### config.mk
export PLATFORM = sky130hd
export DESIGN_NAME = encoder_velocity_pid_unit
export DESIGN_NICKNAME = d
export VERILOG_FILES = /design/src/rtl/evp_pkg.sv /design/src/rtl/evp_regs.sv /design/src/rtl/evp_ctrl.sv /design/src/rtl/evp_dp.sv /design/src/rtl/encoder_velocity_pid_unit.sv
export SDC_FILE = /design/constraint.sdc
export NUM_CORES = 2
export LEC_CHECK = 0
export ABC_CLOCK_PERIOD_IN_PS = 9500
export BUFFER_PORTS_ARGS = -buffer_cell sky130_fd_sc_hd__buf_2
export CAP_MARGIN = 20
export CORE_ASPECT_RATIO = 0.8
export CORE_MARGIN = 3
export CORE_UTILIZATION = 35
export DETAILED_ROUTE_END_ITERATION = 16
export PLACE_DENSITY = 0.57
export RECOVER_POWER = 25
export SYNTH_ARGS = -nofsm -noshare
export SYNTH_HDL_FRONTEND = slang
export SYNTH_SLANG_ARGS = --single-unit
export TNS_END_PERCENT = 50
### constraint.sdc
create_clock -name clk -period 9.5 [get_ports clk]
set_clock_uncertainty 0.05 [all_clocks]
set_input_delay 1.425 -clock clk [delete_from_list [all_inputs] [get_ports clk]]
set_output_delay 1.425 -clock clk [all_outputs]
set_load 0.005 [all_outputs]
### src/rtl/evp_pkg.sv
// ----------------------------------------------------------------------------
// evp_pkg: shared types and constants of the encoder velocity PID unit
// Register map, configuration bundle, controller/datapath handshake types.
// ----------------------------------------------------------------------------
package evp_pkg;

  localparam int unsigned ADDR_W = 5;
  localparam int unsigned DATA_W = 32;

  // register indexes (byte address = 4 * index)
  typedef enum logic [2:0] {
    REG_RATE_MS   = 3'd0,
    REG_VEL_SCALE = 3'd1,
    REG_GOAL_VEL  = 3'd2,
    REG_KP_GAIN   = 3'd3,
    REG_KI_GAIN   = 3'd4,
    REG_KD_GAIN   = 3'd5,
    REG_PWM_MAX   = 3'd6,
    REG_PWM_MIN   = 3'd7
  } reg_idx_t;

  localparam logic [9:0]         RST_RATE_MS   = 10'd10;
  localparam logic [15:0]        RST_VEL_SCALE = 16'd730;
  localparam logic signed [23:0] RST_GOAL_VEL  = 24'sd0;
  localparam logic [15:0]        RST_KP_GAIN   = 16'd256;
  localparam logic [15:0]        RST_KI_GAIN   = 16'd0;
  localparam logic [15:0]        RST_KD_GAIN   = 16'd0;
  localparam logic [7:0]         RST_PWM_MAX   = 8'd255;
  localparam logic signed [8:0]  RST_PWM_MIN   = -9'sd255;

  typedef struct packed {
    logic [9:0]         rate_ms;
    logic [15:0]        vel_scale;
    logic signed [23:0] goal_vel;
    logic [15:0]        kp_gain;
    logic [15:0]        ki_gain;
    logic [15:0]        kd_gain;
    logic [7:0]         pwm_max;
    logic signed [8:0]  pwm_min;
  } cfg_t;

  // datapath operations, one per controller step
  typedef enum logic [3:0] {
    OP_NONE,
    OP_EVENT,
    OP_MUL_VEL,
    OP_ERR,
    OP_MUL_KI,
    OP_INTEG,
    OP_MUL_KD,
    OP_SUM,
    OP_UPART,
    OP_DRIVE,
    OP_EMIT
  } dp_op_t;

  typedef enum logic [3:0] {
    ST_IDLE,
    ST_MUL_VEL,
    ST_ERR,
    ST_MUL_KI,
    ST_INTEG,
    ST_MUL_KD,
    ST_SUM,
    ST_UPART,
    ST_DRIVE,
    ST_EMIT
  } ctrl_state_t;

  typedef struct packed {
    dp_op_t op;
  } dp_cmd_t;

  typedef struct packed {
    logic fire;   // the tick being accepted starts an update
  } dp_status_t;

endpackage

### src/rtl/evp_regs.sv
// ----------------------------------------------------------------------------
// evp_regs: configuration register file
// APB-style write/read port holding the eight control registers.
// ----------------------------------------------------------------------------
module evp_regs
  import evp_pkg::*;
(
  input  logic              clk,
  input  logic              rst,
  input  logic              psel,
  input  logic              penable,
  input  logic              pwrite,
  input  logic [ADDR_W-1:0] paddr,
  input  logic [DATA_W-1:0] pwdata,
  output logic [DATA_W-1:0] prdata,
  output logic              pready,
  output cfg_t              cfg
);

  logic     wr_en;
  reg_idx_t idx;

  assign pready = 1'b1;
  assign wr_en  = psel && penable && pwrite && pready;
  assign idx    = reg_idx_t'(paddr[ADDR_W-1:2]);

  always_ff @(posedge clk) begin
    if (rst) begin
      cfg.rate_ms   <= RST_RATE_MS;
      cfg.vel_scale <= RST_VEL_SCALE;
      cfg.goal_vel  <= RST_GOAL_VEL;
      cfg.kp_gain   <= RST_KP_GAIN;
      cfg.ki_gain   <= RST_KI_GAIN;
      cfg.kd_gain   <= RST_KD_GAIN;
      cfg.pwm_max   <= RST_PWM_MAX;
      cfg.pwm_min   <= RST_PWM_MIN;
    end else if (wr_en) begin
      case (idx)
        REG_RATE_MS:   cfg.rate_ms   <= pwdata[9:0];
        REG_VEL_SCALE: cfg.vel_scale <= pwdata[15:0];
        REG_GOAL_VEL:  cfg.goal_vel  <= pwdata[23:0];
        REG_KP_GAIN:   cfg.kp_gain   <= pwdata[15:0];
        REG_KI_GAIN:   cfg.ki_gain   <= pwdata[15:0];
        REG_KD_GAIN:   cfg.kd_gain   <= pwdata[15:0];
        REG_PWM_MAX:   cfg.pwm_max   <= pwdata[7:0];
        REG_PWM_MIN:   cfg.pwm_min   <= pwdata[8:0];
        default: ;
      endcase
    end
  end

  // signed registers read back sign-extended
  always_comb begin
    case (idx)
      REG_RATE_MS:   prdata = {22'd0, cfg.rate_ms};
      REG_VEL_SCALE: prdata = {16'd0, cfg.vel_scale};
      REG_GOAL_VEL:  prdata = {{8{cfg.goal_vel[23]}}, cfg.goal_vel};
      REG_KP_GAIN:   prdata = {16'd0, cfg.kp_gain};
      REG_KI_GAIN:   prdata = {16'd0, cfg.ki_gain};
      REG_KD_GAIN:   prdata = {16'd0, cfg.kd_gain};
      REG_PWM_MAX:   prdata = {24'd0, cfg.pwm_max};
      REG_PWM_MIN:   prdata = {{23{cfg.pwm_min[8]}}, cfg.pwm_min};
      default:       prdata = '0;
    endcase
  end

endmodule

### src/rtl/evp_ctrl.sv
// ----------------------------------------------------------------------------
// evp_ctrl: sequencing controller
// Accepts one event at a time, steps the datapath through an update when a
// tick fires, and hands the result to the output register.
// ----------------------------------------------------------------------------
module evp_ctrl
  import evp_pkg::*;
(
  input  logic       clk,
  input  logic       rst,
  input  logic       s_tvalid,
  output logic       s_tready,
  output logic       m_tvalid,
  input  logic       m_tready,
  input  dp_status_t status,
  output dp_cmd_t    cmd
);

  ctrl_state_t state, state_next;
  logic        accept;
  logic        out_free;

  assign accept   = s_tvalid && s_tready;
  assign out_free = !m_tvalid || m_tready;

  always_ff @(posedge clk) begin
    if (rst) begin
      state <= ST_IDLE;
    end else begin
      state <= state_next;
    end
  end

  always_comb begin
    state_next = state;
    case (state)
      ST_IDLE: begin
        if (accept) begin
          state_next = status.fire ? ST_MUL_VEL : ST_EMIT;
        end
      end
      ST_MUL_VEL: state_next = ST_ERR;
      ST_ERR:     state_next = ST_MUL_KI;
      ST_MUL_KI:  state_next = ST_INTEG;
      ST_INTEG:   state_next = ST_MUL_KD;
      ST_MUL_KD:  state_next = ST_SUM;
      ST_SUM:     state_next = ST_UPART;
      ST_UPART:   state_next = ST_DRIVE;
      ST_DRIVE:   state_next = ST_EMIT;
      ST_EMIT: begin
        if (out_free) begin
          state_next = ST_IDLE;
        end
      end
      default:    state_next = ST_IDLE;
    endcase
  end

  always_comb begin
    s_tready = 1'b0;
    cmd.op   = OP_NONE;
    case (state)
      ST_IDLE: begin
        s_tready = 1'b1;
        cmd.op   = s_tvalid ? OP_EVENT : OP_NONE;
      end
      ST_MUL_VEL: cmd.op = OP_MUL_VEL;
      ST_ERR:     cmd.op = OP_ERR;
      ST_MUL_KI:  cmd.op = OP_MUL_KI;
      ST_INTEG:   cmd.op = OP_INTEG;
      ST_MUL_KD:  cmd.op = OP_MUL_KD;
      ST_SUM:     cmd.op = OP_SUM;
      ST_UPART:   cmd.op = OP_UPART;
      ST_DRIVE:   cmd.op = OP_DRIVE;
      ST_EMIT:    cmd.op = out_free ? OP_EMIT : OP_NONE;
      default:    cmd.op = OP_NONE;
    endcase
  end

  always_ff @(posedge clk) begin
    if (rst) begin
      m_tvalid <= 1'b0;
    end else if (cmd.op == OP_EMIT) begin
      m_tvalid <= 1'b1;
    end else if (m_tready) begin
      m_tvalid <= 1'b0;
    end
  end

  a_edge_goes_to_emit: assert property (@(posedge clk) disable iff (rst)
    (accept && !status.fire) |=> (state == ST_EMIT))
    else $error("non-update event did not go straight to emit");

  a_fire_starts_update: assert property (@(posedge clk) disable iff (rst)
    (accept && status.fire) |=> (state == ST_MUL_VEL))
    else $error("firing tick did not start an update");

  a_result_held: assert property (@(posedge clk) disable iff (rst)
    (state == ST_EMIT && m_tvalid && !m_tready) |=> (state == ST_EMIT && m_tvalid))
    else $error("pending result overwritten while stalled");

endmodule

### src/rtl/evp_dp.sv
// ----------------------------------------------------------------------------
// evp_dp: encoder counter and PID datapath
// Position and tick counters, one shared 33x17 multiplier, PID accumulators
// and the result register.
// ----------------------------------------------------------------------------
module evp_dp
  import evp_pkg::*;
(
  input  logic               clk,
  input  logic               rst,
  input  dp_cmd_t            cmd,
  input  cfg_t               cfg,
  input  logic               kind,
  input  logic               enc_a,
  input  logic               enc_b,
  output dp_status_t         status,
  output logic signed [8:0]  drive,
  output logic [7:0]         duty,
  output logic               reverse,
  output logic signed [23:0] velocity,
  output logic signed [31:0] position,
  output logic               updated
);

  localparam logic signed [49:0] P_MAX24 = 50'sd8388607;
  localparam logic signed [49:0] P_MIN24 = -50'sd8388608;
  localparam logic signed [24:0] E_MAX24 = 25'sd8388607;
  localparam logic signed [24:0] E_MIN24 = -25'sd8388608;

  // model state
  logic signed [31:0] enc_count, count_at_last;
  logic [10:0]        elapsed;
  logic signed [23:0] meas_vel, integrator, last_error;
  logic signed [8:0]  drive_reg;
  logic               upd;

  // work registers
  logic signed [31:0] delta_r;
  logic signed [23:0] err_r;
  logic signed [24:0] diff_r;
  logic signed [49:0] prod;
  logic signed [50:0] acc;
  logic signed [43:0] u_r;

  logic [10:0]        elapsed_inc;
  logic signed [32:0] mul_a;
  logic signed [16:0] mul_b;
  logic signed [49:0] mul_p;
  logic signed [23:0] vel_sat;
  logic signed [24:0] err_raw;
  logic signed [23:0] err_sat;
  logic signed [49:0] ki_term, isum, int_hi, int_lo;
  logic signed [49:0] int_new;
  logic signed [50:0] acc_div;
  logic signed [43:0] q;
  logic signed [43:0] drv_hi, drv_lo;
  logic signed [8:0]  drv_new;
  logic signed [9:0]  duty_sum;

  assign elapsed_inc = (elapsed == 11'h7FF) ? elapsed : elapsed + 11'd1;
  assign status.fire = kind && (elapsed_inc > {1'b0, cfg.rate_ms});

  // shared multiplier operand select
  always_comb begin
    case (cmd.op)
      OP_MUL_VEL: begin
        mul_a = {delta_r[31], delta_r};
        mul_b = {1'b0, cfg.vel_scale};
      end
      OP_MUL_KI: begin
        mul_a = 33'(err_r);
        mul_b = {1'b0, cfg.ki_gain};
      end
      OP_INTEG: begin
        mul_a = 33'(err_r);
        mul_b = {1'b0, cfg.kp_gain};
      end
      OP_MUL_KD: begin
        mul_a = 33'(diff_r);
        mul_b = {1'b0, cfg.kd_gain};
      end
      default: begin
        mul_a = '0;
        mul_b = '0;
      end
    endcase
  end
  assign mul_p = 50'(mul_a) * 50'(mul_b);

  // velocity and error saturation
  always_comb begin
    if (prod > P_MAX24) begin
      vel_sat = 24'sh7FFFFF;
    end else if (prod < P_MIN24) begin
      vel_sat = 24'sh800000;
    end else begin
      vel_sat = prod[23:0];
    end
    err_raw = 25'(cfg.goal_vel) - 25'(vel_sat);
    if (err_raw > E_MAX24) begin
      err_sat = 24'sh7FFFFF;
    end else if (err_raw < E_MIN24) begin
      err_sat = 24'sh800000;
    end else begin
      err_sat = err_raw[23:0];
    end
  end

  // integrator: truncate toward zero, then clamp (upper limit tested first)
  always_comb begin
    ki_term = (prod < 0) ? ((prod + 50'sd255) >>> 8) : (prod >>> 8);
    isum    = ki_term + 50'(integrator);
    int_hi  = 50'($signed({1'b0, cfg.pwm_max, 8'd0}));
    int_lo  = 50'($signed({cfg.pwm_min, 8'd0}));
    if (isum > int_hi) begin
      int_new = int_hi;
    end else if (isum < int_lo) begin
      int_new = int_lo;
    end else begin
      int_new = isum;
    end
  end

  always_comb begin
    acc_div = (acc < 0) ? ((acc + 51'sd255) >>> 8) : (acc >>> 8);
    q       = (u_r < 0) ? ((u_r + 44'sd255) >>> 8) : (u_r >>> 8);
    drv_hi  = 44'($signed({1'b0, cfg.pwm_max}));
    drv_lo  = 44'(cfg.pwm_min);
    if (q > drv_hi) begin
      drv_new = $signed({1'b0, cfg.pwm_max});
    end else if (q < drv_lo) begin
      drv_new = cfg.pwm_min;
    end else begin
      drv_new = q[8:0];
    end
    duty_sum = 10'sd255 + 10'(drive_reg);
  end

  // state registers
  always_ff @(posedge clk) begin
    if (rst) begin
      enc_count     <= '0;
      count_at_last <= '0;
      elapsed       <= '0;
      meas_vel      <= '0;
      integrator    <= '0;
      last_error    <= '0;
      drive_reg     <= '0;
      upd           <= 1'b0;
    end else begin
      case (cmd.op)
        OP_EVENT: begin
          upd <= status.fire;
          if (!kind) begin
            // quadrature direction from the channel levels
            enc_count <= (enc_a == enc_b) ? enc_count + 32'sd1 : enc_count - 32'sd1;
          end else begin
            elapsed <= status.fire ? 11'd0 : elapsed_inc;
          end
        end
        OP_MUL_VEL: count_at_last <= enc_count;
        OP_ERR:     meas_vel      <= vel_sat;
        OP_INTEG:   integrator    <= int_new[23:0];
        OP_DRIVE: begin
          drive_reg  <= drv_new;
          last_error <= err_r;
        end
        default: ;
      endcase
    end
  end

  // work and result registers
  always_ff @(posedge clk) begin
    case (cmd.op)
      OP_EVENT:   delta_r <= enc_count - count_at_last;
      OP_MUL_VEL: prod    <= mul_p;
      OP_ERR:     err_r   <= err_sat;
      OP_MUL_KI: begin
        prod   <= mul_p;
        diff_r <= 25'(err_r) - 25'(last_error);
      end
      OP_INTEG:   prod <= mul_p;
      OP_MUL_KD: begin
        acc  <= 51'(prod);
        prod <= mul_p;
      end
      OP_SUM:     acc <= acc + 51'(prod);
      OP_UPART:   u_r <= acc_div[43:0] + 44'(integrator);
      OP_EMIT: begin
        drive    <= drive_reg;
        reverse  <= drive_reg[8];
        if (!drive_reg[8]) begin
          duty <= drive_reg[7:0];
        end else if (duty_sum[9]) begin
          duty <= 8'd0;
        end else begin
          duty <= duty_sum[7:0];
        end
        velocity <= meas_vel;
        position <= enc_count;
        updated  <= upd;
      end
      default: ;
    endcase
  end

  a_integ_bounded: assert property (@(posedge clk) disable iff (rst)
    (cmd.op == OP_INTEG && int_lo <= int_hi) |=>
      (50'(integrator) <= $past(int_hi) && 50'(integrator) >= $past(int_lo)))
    else $error("integrator left its limits");

  a_elapsed_bounded: assert property (@(posedge clk) disable iff (rst)
    (cmd.op == OP_EVENT && kind) |=> (elapsed <= {1'b0, $past(cfg.rate_ms)}))
    else $error("elapsed tick count passed the update period");

endmodule

### src/rtl/encoder_velocity_pid_unit.sv
// ----------------------------------------------------------------------------
// encoder_velocity_pid_unit: quadrature encoder counter with PID speed loop
//
// Slave stream carries events: s_tuser = kind (0 encoder edge, 1 ms tick),
// s_tdata = {enc_b, enc_a}. Every accepted event yields exactly one result on
// the master stream: drive, duty, direction, last velocity, position and an
// updated flag in m_tuser.
// An edge event, or a tick that does not close the update period, goes from
// idle straight to the emit step, which registers the result and raises
// m_tvalid. A tick that runs an update steps through the PID states before
// the emit step: the PID steps pass four times through one shared 33x17
// multiplier, with add, truncate and clamp steps.
// One event is in flight at a time; s_tready is high while the controller
// is idle, also while a finished result still waits in the output register.
// If the receiver stalls, the next event is still taken and processed, and
// its result waits in the last step until the output register frees up.
// Synchronous reset clears counters, PID state, the pending result and
// restores the register defaults. Registers are written over APB at byte
// address 4 * index; the user must do so with no event in flight, unenforced.
// ----------------------------------------------------------------------------
module encoder_velocity_pid_unit
  import evp_pkg::*;
(
  input  logic              clk,
  input  logic              rst,
  // event stream
  input  logic              s_tvalid,
  output logic              s_tready,
  input  logic [7:0]        s_tdata,   // [0] enc_a, [1] enc_b, [7:2] zero
  input  logic [0:0]        s_tuser,   // [0] kind
  // result stream
  output logic              m_tvalid,
  input  logic              m_tready,
  output logic [79:0]       m_tdata,   // [8:0] drive, [16:9] duty, [17] reverse,
                                       // [41:18] velocity, [73:42] position, zero above
  output logic [0:0]        m_tuser,   // [0] updated
  // configuration
  input  logic              psel,
  input  logic              penable,
  input  logic              pwrite,
  input  logic [ADDR_W-1:0] paddr,
  input  logic [DATA_W-1:0] pwdata,
  output logic [DATA_W-1:0] prdata,
  output logic              pready
);

  cfg_t               cfg;
  dp_cmd_t            cmd;
  dp_status_t         status;
  logic signed [8:0]  drive;
  logic [7:0]         duty;
  logic               reverse;
  logic signed [23:0] velocity;
  logic signed [31:0] position;
  logic               updated;

  evp_regs u_regs (
    .clk     (clk),
    .rst     (rst),
    .psel    (psel),
    .penable (penable),
    .pwrite  (pwrite),
    .paddr   (paddr),
    .pwdata  (pwdata),
    .prdata  (prdata),
    .pready  (pready),
    .cfg     (cfg)
  );

  evp_ctrl u_ctrl (
    .clk      (clk),
    .rst      (rst),
    .s_tvalid (s_tvalid),
    .s_tready (s_tready),
    .m_tvalid (m_tvalid),
    .m_tready (m_tready),
    .status   (status),
    .cmd      (cmd)
  );

  evp_dp u_dp (
    .clk      (clk),
    .rst      (rst),
    .cmd      (cmd),
    .cfg      (cfg),
    .kind     (s_tuser[0]),
    .enc_a    (s_tdata[0]),
    .enc_b    (s_tdata[1]),
    .status   (status),
    .drive    (drive),
    .duty     (duty),
    .reverse  (reverse),
    .velocity (velocity),
    .position (position),
    .updated  (updated)
  );

  assign m_tdata = {6'd0, position, velocity, reverse, duty, drive};
  assign m_tuser = updated;

endmodule
* Yosys cells after proc, flatten, opt, wreduce, memory -nomap -nowiden *
Index checks and enable logic that the tools add are counted.

word-level totals
  bits in read-only memories = 0
  register bits = 578
  RAM bits = 0
  bits in latches = 0
  memories kept = 0

cells by class
  magnitude comparators = 12
  add/sub/neg operators = 13
  equality and inequality tests = 30
  divide/modulo/power cells = 0
  mux-type cells = 29
  bitwise logic cells = 1
  multipliers = 1
  shifts and indexed selects = 0
  reduce and logical (&&, ||, !) cells = 23

operators with widths
  operator                                                         number
  case mux 32 bit (8 select lines)                                 1
  2-to-1 mux 24 bit                                                5
  case mux 51 bit (2 select lines)                                 1
  case mux 33 bit (3 select lines)                                 1
  2-to-1 mux 44 bit                                                2
  case mux 4 bit (10 select lines)                                 2
  case mux 16 bit (4 select lines)                                 1
  adder 51 x 50 -> 51 bit                                          1
  adder 51 x 9 -> 51 bit, second input constant                    1
  less-than comparator 51 x 1 -> 1 bit, second input constant      1
  adder 50 x 24 -> 50 bit                                          1
  adder 50 x 9 -> 50 bit, second input constant                    1
  greater-than comparator 50 x 17 -> 1 bit                         1
  greater-than comparator 50 x 24 -> 1 bit, second input constant  1
  less-than comparator 50 x 1 -> 1 bit, second input constant      1
  less-than comparator 50 x 17 -> 1 bit                            1
  less-than comparator 50 x 24 -> 1 bit, second input constant     1
  multiplier 33 x 17 -> 50 bit                                     1
  2-to-1 mux 50 bit                                                1
  subtractor 24 x 24 -> 25 bit                                     2
  adder 44 bit                                                     1
  adder 44 x 9 -> 44 bit, second input constant                    1
  greater-than comparator 44 x 9 -> 1 bit                          1
  less-than comparator 44 x 1 -> 1 bit, second input constant      1
  other kinds (35)                                                 78

* Depth between registers and ports, before layout *
  depth in word-level cells = 8
  mapped depth = 38

* Modules after synthesis *
Synthesis repeated with hierarchy kept, for this count alone.

second synthesis, totals
  cell total of the unflattened synthesis = 6,640
  area, all modules = 57,630.3 µm²

modules (own cells, without submodules)
  module                     instances  area each (µm²)  cells an instance  sequential area each (µm²)
  evp_dp                     1          51,876.0         5,909              12,151.7
  evp_regs                   1          5,390.2          685                2,302.2
  evp_ctrl                   1          307.8            38                 100.1
  encoder_velocity_pid_unit  1          56.3             8                  0.0

* Least setup slack after synthesis *
Ideal clock, no wire load.

  path kind = register to register
  start = reg u_ctrl.state[0]
  end = reg u_dp.prod[49], data pin
  cell stages (with the launch flop) = 31
  arrival time = 8.612 ns
  clock period less this slack = 8.920 ns
  setup time = 0.258 ns
  data required time = 9.192 ns
  slack = 0.580 ns
  cells stage by stage = dfxtp_1 clkbuf_1 nand2_1 nor3_1 clkbuf_1 a22oi_1 nand2_1 clkbuf_1 nand2_1 fa_1 inv_1 fa_1 fa_1 fa_1 fa_1 inv_1 fa_1 inv_1 ha_1 a21o_1 a21oi_1 o21bai_1 a21oi_1 o21bai_1 a21o_1 a21o_1 a31oi_1 o21ai_0 o21a_1 o22a_1 xnor2_1

on the way
  cells in the longest elaborated chain, start to end = 6
  elaborated cells on any way between the ends = 19
  classes of those cells = 1 x mul; 13 x eq/ne; 3 x mux; 2 x reduce/logical

ends and longest elaborated chain
  what                                         RTL line        RTL
  start, declared                              evp_ctrl.sv:19  ctrl_state_t state, state_next;
  start signal, assigned                       evp_ctrl.sv:30  state <= state_next;
  == test 4 bit, or another cell as far along  evp_ctrl.sv:62  case (state)
  case mux 4 bit (10 select lines) *           evp_ctrl.sv:62
  == test 4 x 3 -> 1 bit                       evp_dp.sv:65    case (cmd.op)
  OR reduction 2 bit (no source line)          n/a
  case mux 33 bit (3 select lines)             evp_dp.sv:65
  multiplier 33 x 17 -> 50 bit *               evp_dp.sv:88    assign mul_p = 50'(mul_a) * 50'(mul_b);
  named net u_dp.mul_p[49]                     evp_dp.sv:48    logic signed [49:0] mul_p;
  end signal, assigned                         evp_dp.sv:177   OP_MUL_VEL: prod <= mul_p;
  end signal, assigned                         evp_dp.sv:180   prod <= mul_p;
  end signal, assigned                         evp_dp.sv:183   OP_INTEG: prod <= mul_p;
  end, declared                                evp_dp.sv:41    logic signed [49:0] prod;

The timed path passes the listed nets; every way through them passes the cells marked *.
A chain may end at the register's enable or synchronous reset.

* Worst setup path after layout *
  start = reg u_ctrl.state[1]
  end = reg u_dp.prod[47], data pin

Same word-level chain as after synthesis.

==> impl_metrics.env <==
export IMPL_status="complete, but fails checks"
export IMPL_violations="capacitance limit, slew limit"
export IMPL_hp_class="reg2reg"
export IMPL_clkSlewWorstSetupHoldPaths_ns=0.07
export IMPL_cp_slowest_stage_delay_ns=0.57
export IMPL_regArea_sq_mm=0.0146
export IMPL_synthFlopType="edfxtp_1"
export IMPL_wl_per_cell_um=19.6
export IMPL_yosysMostFrequentCell="nand2_1"
export IMPL_cap_violations=6
export IMPL_finalHoldViolations=0
export IMPL_finalSetupViolations=0
export IMPL_worst_hold_path_num_cells=0
export IMPL_drc_errors=0
export IMPL_dr_total_vias=46852
export IMPL_first_pass_iters=6
export IMPL_yosysTopAreaCell="fa_1"
export IMPL_report_final_slew_viol_count=266
export IMPL_drt_iter0_markers=3811
export IMPL_place_area_sq_mm=0.0604
export IMPL_root_buffer="clkbuf_16"
export IMPL_clk_latency_ns=0.67
export IMPL_grt_pass1_vias=45199
export IMPL_yosysWarnings=0
export IMPL_die_x_um=458
export IMPL_die_h_um=367
export IMPL_finalWeightedCongestion=0.909
export IMPL_pin_count=169
export IMPL_largest_register_ffs=115
export IMPL_grt_max_degree=80
export IMPL_final_nets=7633
export IMPL_core_area_sq_mm=0.161
export IMPL_drive_gt1_frac=0.0705
export IMPL_timing_setup_tns_ns=0
export IMPL_dieArea_sq_mm=0.168
export IMPL_critPathSlowestCell="fa_1"
export IMPL_grt_ovfl_total=0
export IMPL_numPortBuffers=145
export IMPL_fin_area_sq_mm=0.0625
export IMPL_routed_wl_mm=172
export IMPL_ir_drop_mv=0.129
export IMPL_worstReg2RegStart="u_ctrl.state[1]"
export IMPL_ctsHoldBuffers=0
export IMPL_ys_top_cells_by_count="nand2_1 (1015), inv_1 (782), a21oi_1 (536), fa_1 (500), ha_1 (466)"
export IMPL_crit_top_cell="fa_1"
export IMPL_grt_pass1_wl_mm=267
export IMPL_grt_util_all_layers=0.200
export IMPL_cp_end_kind="flop"
export IMPL_clock_path_buffers=3
export IMPL_rrSetupSlack_ns=0.47
export IMPL_worst_setup_path_start_kind="flop"
export IMPL_crit_type="reg2reg"
export IMPL_dp_hpwl_mm=139
export IMPL_reg_top3="u_regs.cfg (115), u_dp.acc (51), u_dp.prod (50)"
export IMPL_syn_inst=6564
export IMPL_path_max_fanout=22
export IMPL_nFillCells=16134
export IMPL_area_growth_syn_to_layout_pct=9.40
export IMPL_antenna_found_initial=2
export IMPL_fmax_mhz=111
export IMPL_worstReg2RegEnd="u_dp.prod[47]"
export IMPL_rsz0062_at_grt="no"
export IMPL_multiInputGateArea_sq_mm=0.0388
export IMPL_ys_ff_latch=577
export IMPL_worst_pin_slew_ns=4.03
export IMPL_synth_cell_types=99
export IMPL_async_flop_share=0
export IMPL_dpl_cell_count=8675
export IMPL_cts_tree="done"
export IMPL_netlist_area_sq_mm=0.0571
export IMPL_cts_made_buffers=58
export IMPL_synth_area_leaders="fa_1 (18%), edfxtp_1 (16%), ha_1 (10%)"
export IMPL_ant_nets=0
export IMPL_ys_seq_area_frac=0.255
export IMPL_postSynthAreaPerCell_sq_um=8.70
export IMPL_rows=131
export IMPL_max_flop_register="u_regs.cfg"
export IMPL_p_leak_nw=27.1
export IMPL_period_minus_slack_ns=9.03
export IMPL_synth_top_area_frac=0.175
export IMPL_timing_final_crit_share=0.951
export IMPL_initial_core_util=0.355
export IMPL_cp_arrival_ns=9.37
export IMPL_power_density_mw_per_mm2=127
export IMPL_htreeDepth=2
export IMPL_slew_headroom=-1.68
export IMPL_final_cells=8792
export IMPL_clkSinkCount=577
export IMPL_vias_per_cell=5.33
export IMPL_worst_ep_required_time_ns=9.84
export IMPL_holdCritStartpoint="u_dp.meas_vel[11]"
export IMPL_synth_edf_count=300
export IMPL_hold_end="u_dp.velocity[11]"
export IMPL_r2r_cells=31
logic make-up (layout without fill, tap and decap cells):
| logic type | Yosys count | count (layout) | synth area share |
|---|---|---|---|
| simple gates | 2062 | 2063 | 0.160 |
| fa+ha+maj | 970 | 970 | 0.278 |
| compound gates | 1438 | 1438 | 0.162 |
| flops | 577 | 577 | 0.255 |
| buf+inv | 1053 | 1146 | 0.0708 |
| xor+xnor | 383 | 383 | 0.0587 |
| mux | 79 | 79 | 0.0156 |
| other cells | 2 | 8 | 0.000131 |
critical path, delay by kind of cell, from the launching register on:
kind | cells | cell delay, ns
xor+xnor | 1 | 0.14
flops | 1 | 0.51
buf+inv | 7 | 0.84
fa+ha+maj | 7 | 3.52
compound gates | 11 | 2.52
simple gates | 5 | 1.11
stage by stage:
stage	total power, mW	utilization	setup WS [ns]	hold slack (ns)
final	7.95	0.389	0.469	0.385
after CTS	7.97	0.388	0.531	0.382
after global routing	8.40	0.389	0.00388	0.390
after global placement	5.46	0.376	0.631	0.364
after detailed placement	5.50	0.376	0.559	0.366
after floorplan	4.75	-	0.580	0.353
per-layer routing:
layer,global-route usage,share of wire,vias to the layer above
li1,-,-,22331
met2,0.285,0.40,1670
met3,0.0464,0.096,157
met4,0.0364,0.018,2
met5,0.0103,0.0014,-
met1,0.306,0.48,22692
where the power goes:
group / internal (mW) / switching [mW] / total (mW)
combinational: 0.908 / 1.56 / 2.46
sequential: 2.86 / 0.175 / 3.03
clock: 1.37 / 1.08 / 2.45
total: 5.14 / 2.81 / 7.95
cell usage in the layout (no fill, tap or decap), drive strengths merged, types with 62 or more instances in the layout:
cell type     n
a211oi       78
a21o        158
a21oi       537
buf         247
clkbuf       82
dfxtp       277
edfxtp      300
fa          500
ha          466
inv         786
nand2      1015
nand3        94
nand4        72
nor2        464
nor2b        62
nor3         64
o21ai       237
xnor2       267
xor2        116
worst max path at each step:
stage	endpoint	from	slack, ns	cells past startpoint
finish	u_dp.prod[47]	u_ctrl.state[1]	0.47	31
global route	u_dp.prod[48]	u_ctrl.state[1]	0.004	29
CTS	u_dp.prod[48]	u_ctrl.state[3]	0.53	28
detailed placement	u_dp.prod[48]	u_ctrl.state[3]	0.56	28
global placement	u_dp.prod[49]	u_ctrl.state[1]	0.63	31
floorplan	u_dp.prod[49]	u_ctrl.state[0]	0.58	30
layout make-up:
class | count | share of cell area
multi-input combinational | 4940 | 0.621
sequential | 577 | 0.233
inverter | 783 | 0.0470
tap | 2128 | 0.0426
clock buffer | 76 | 0.0264
timing repair buffer | 254 | 0.0249
clock inverter | 33 | 0.00563
antenna | 1 | 0.0000400
timing repair:
item	in CTS	in global routing
endpoints found under the setup margin	0	2
gates resized for setup	0	13
buffers inserted	0	3
(Power assumes the default switching activity.)
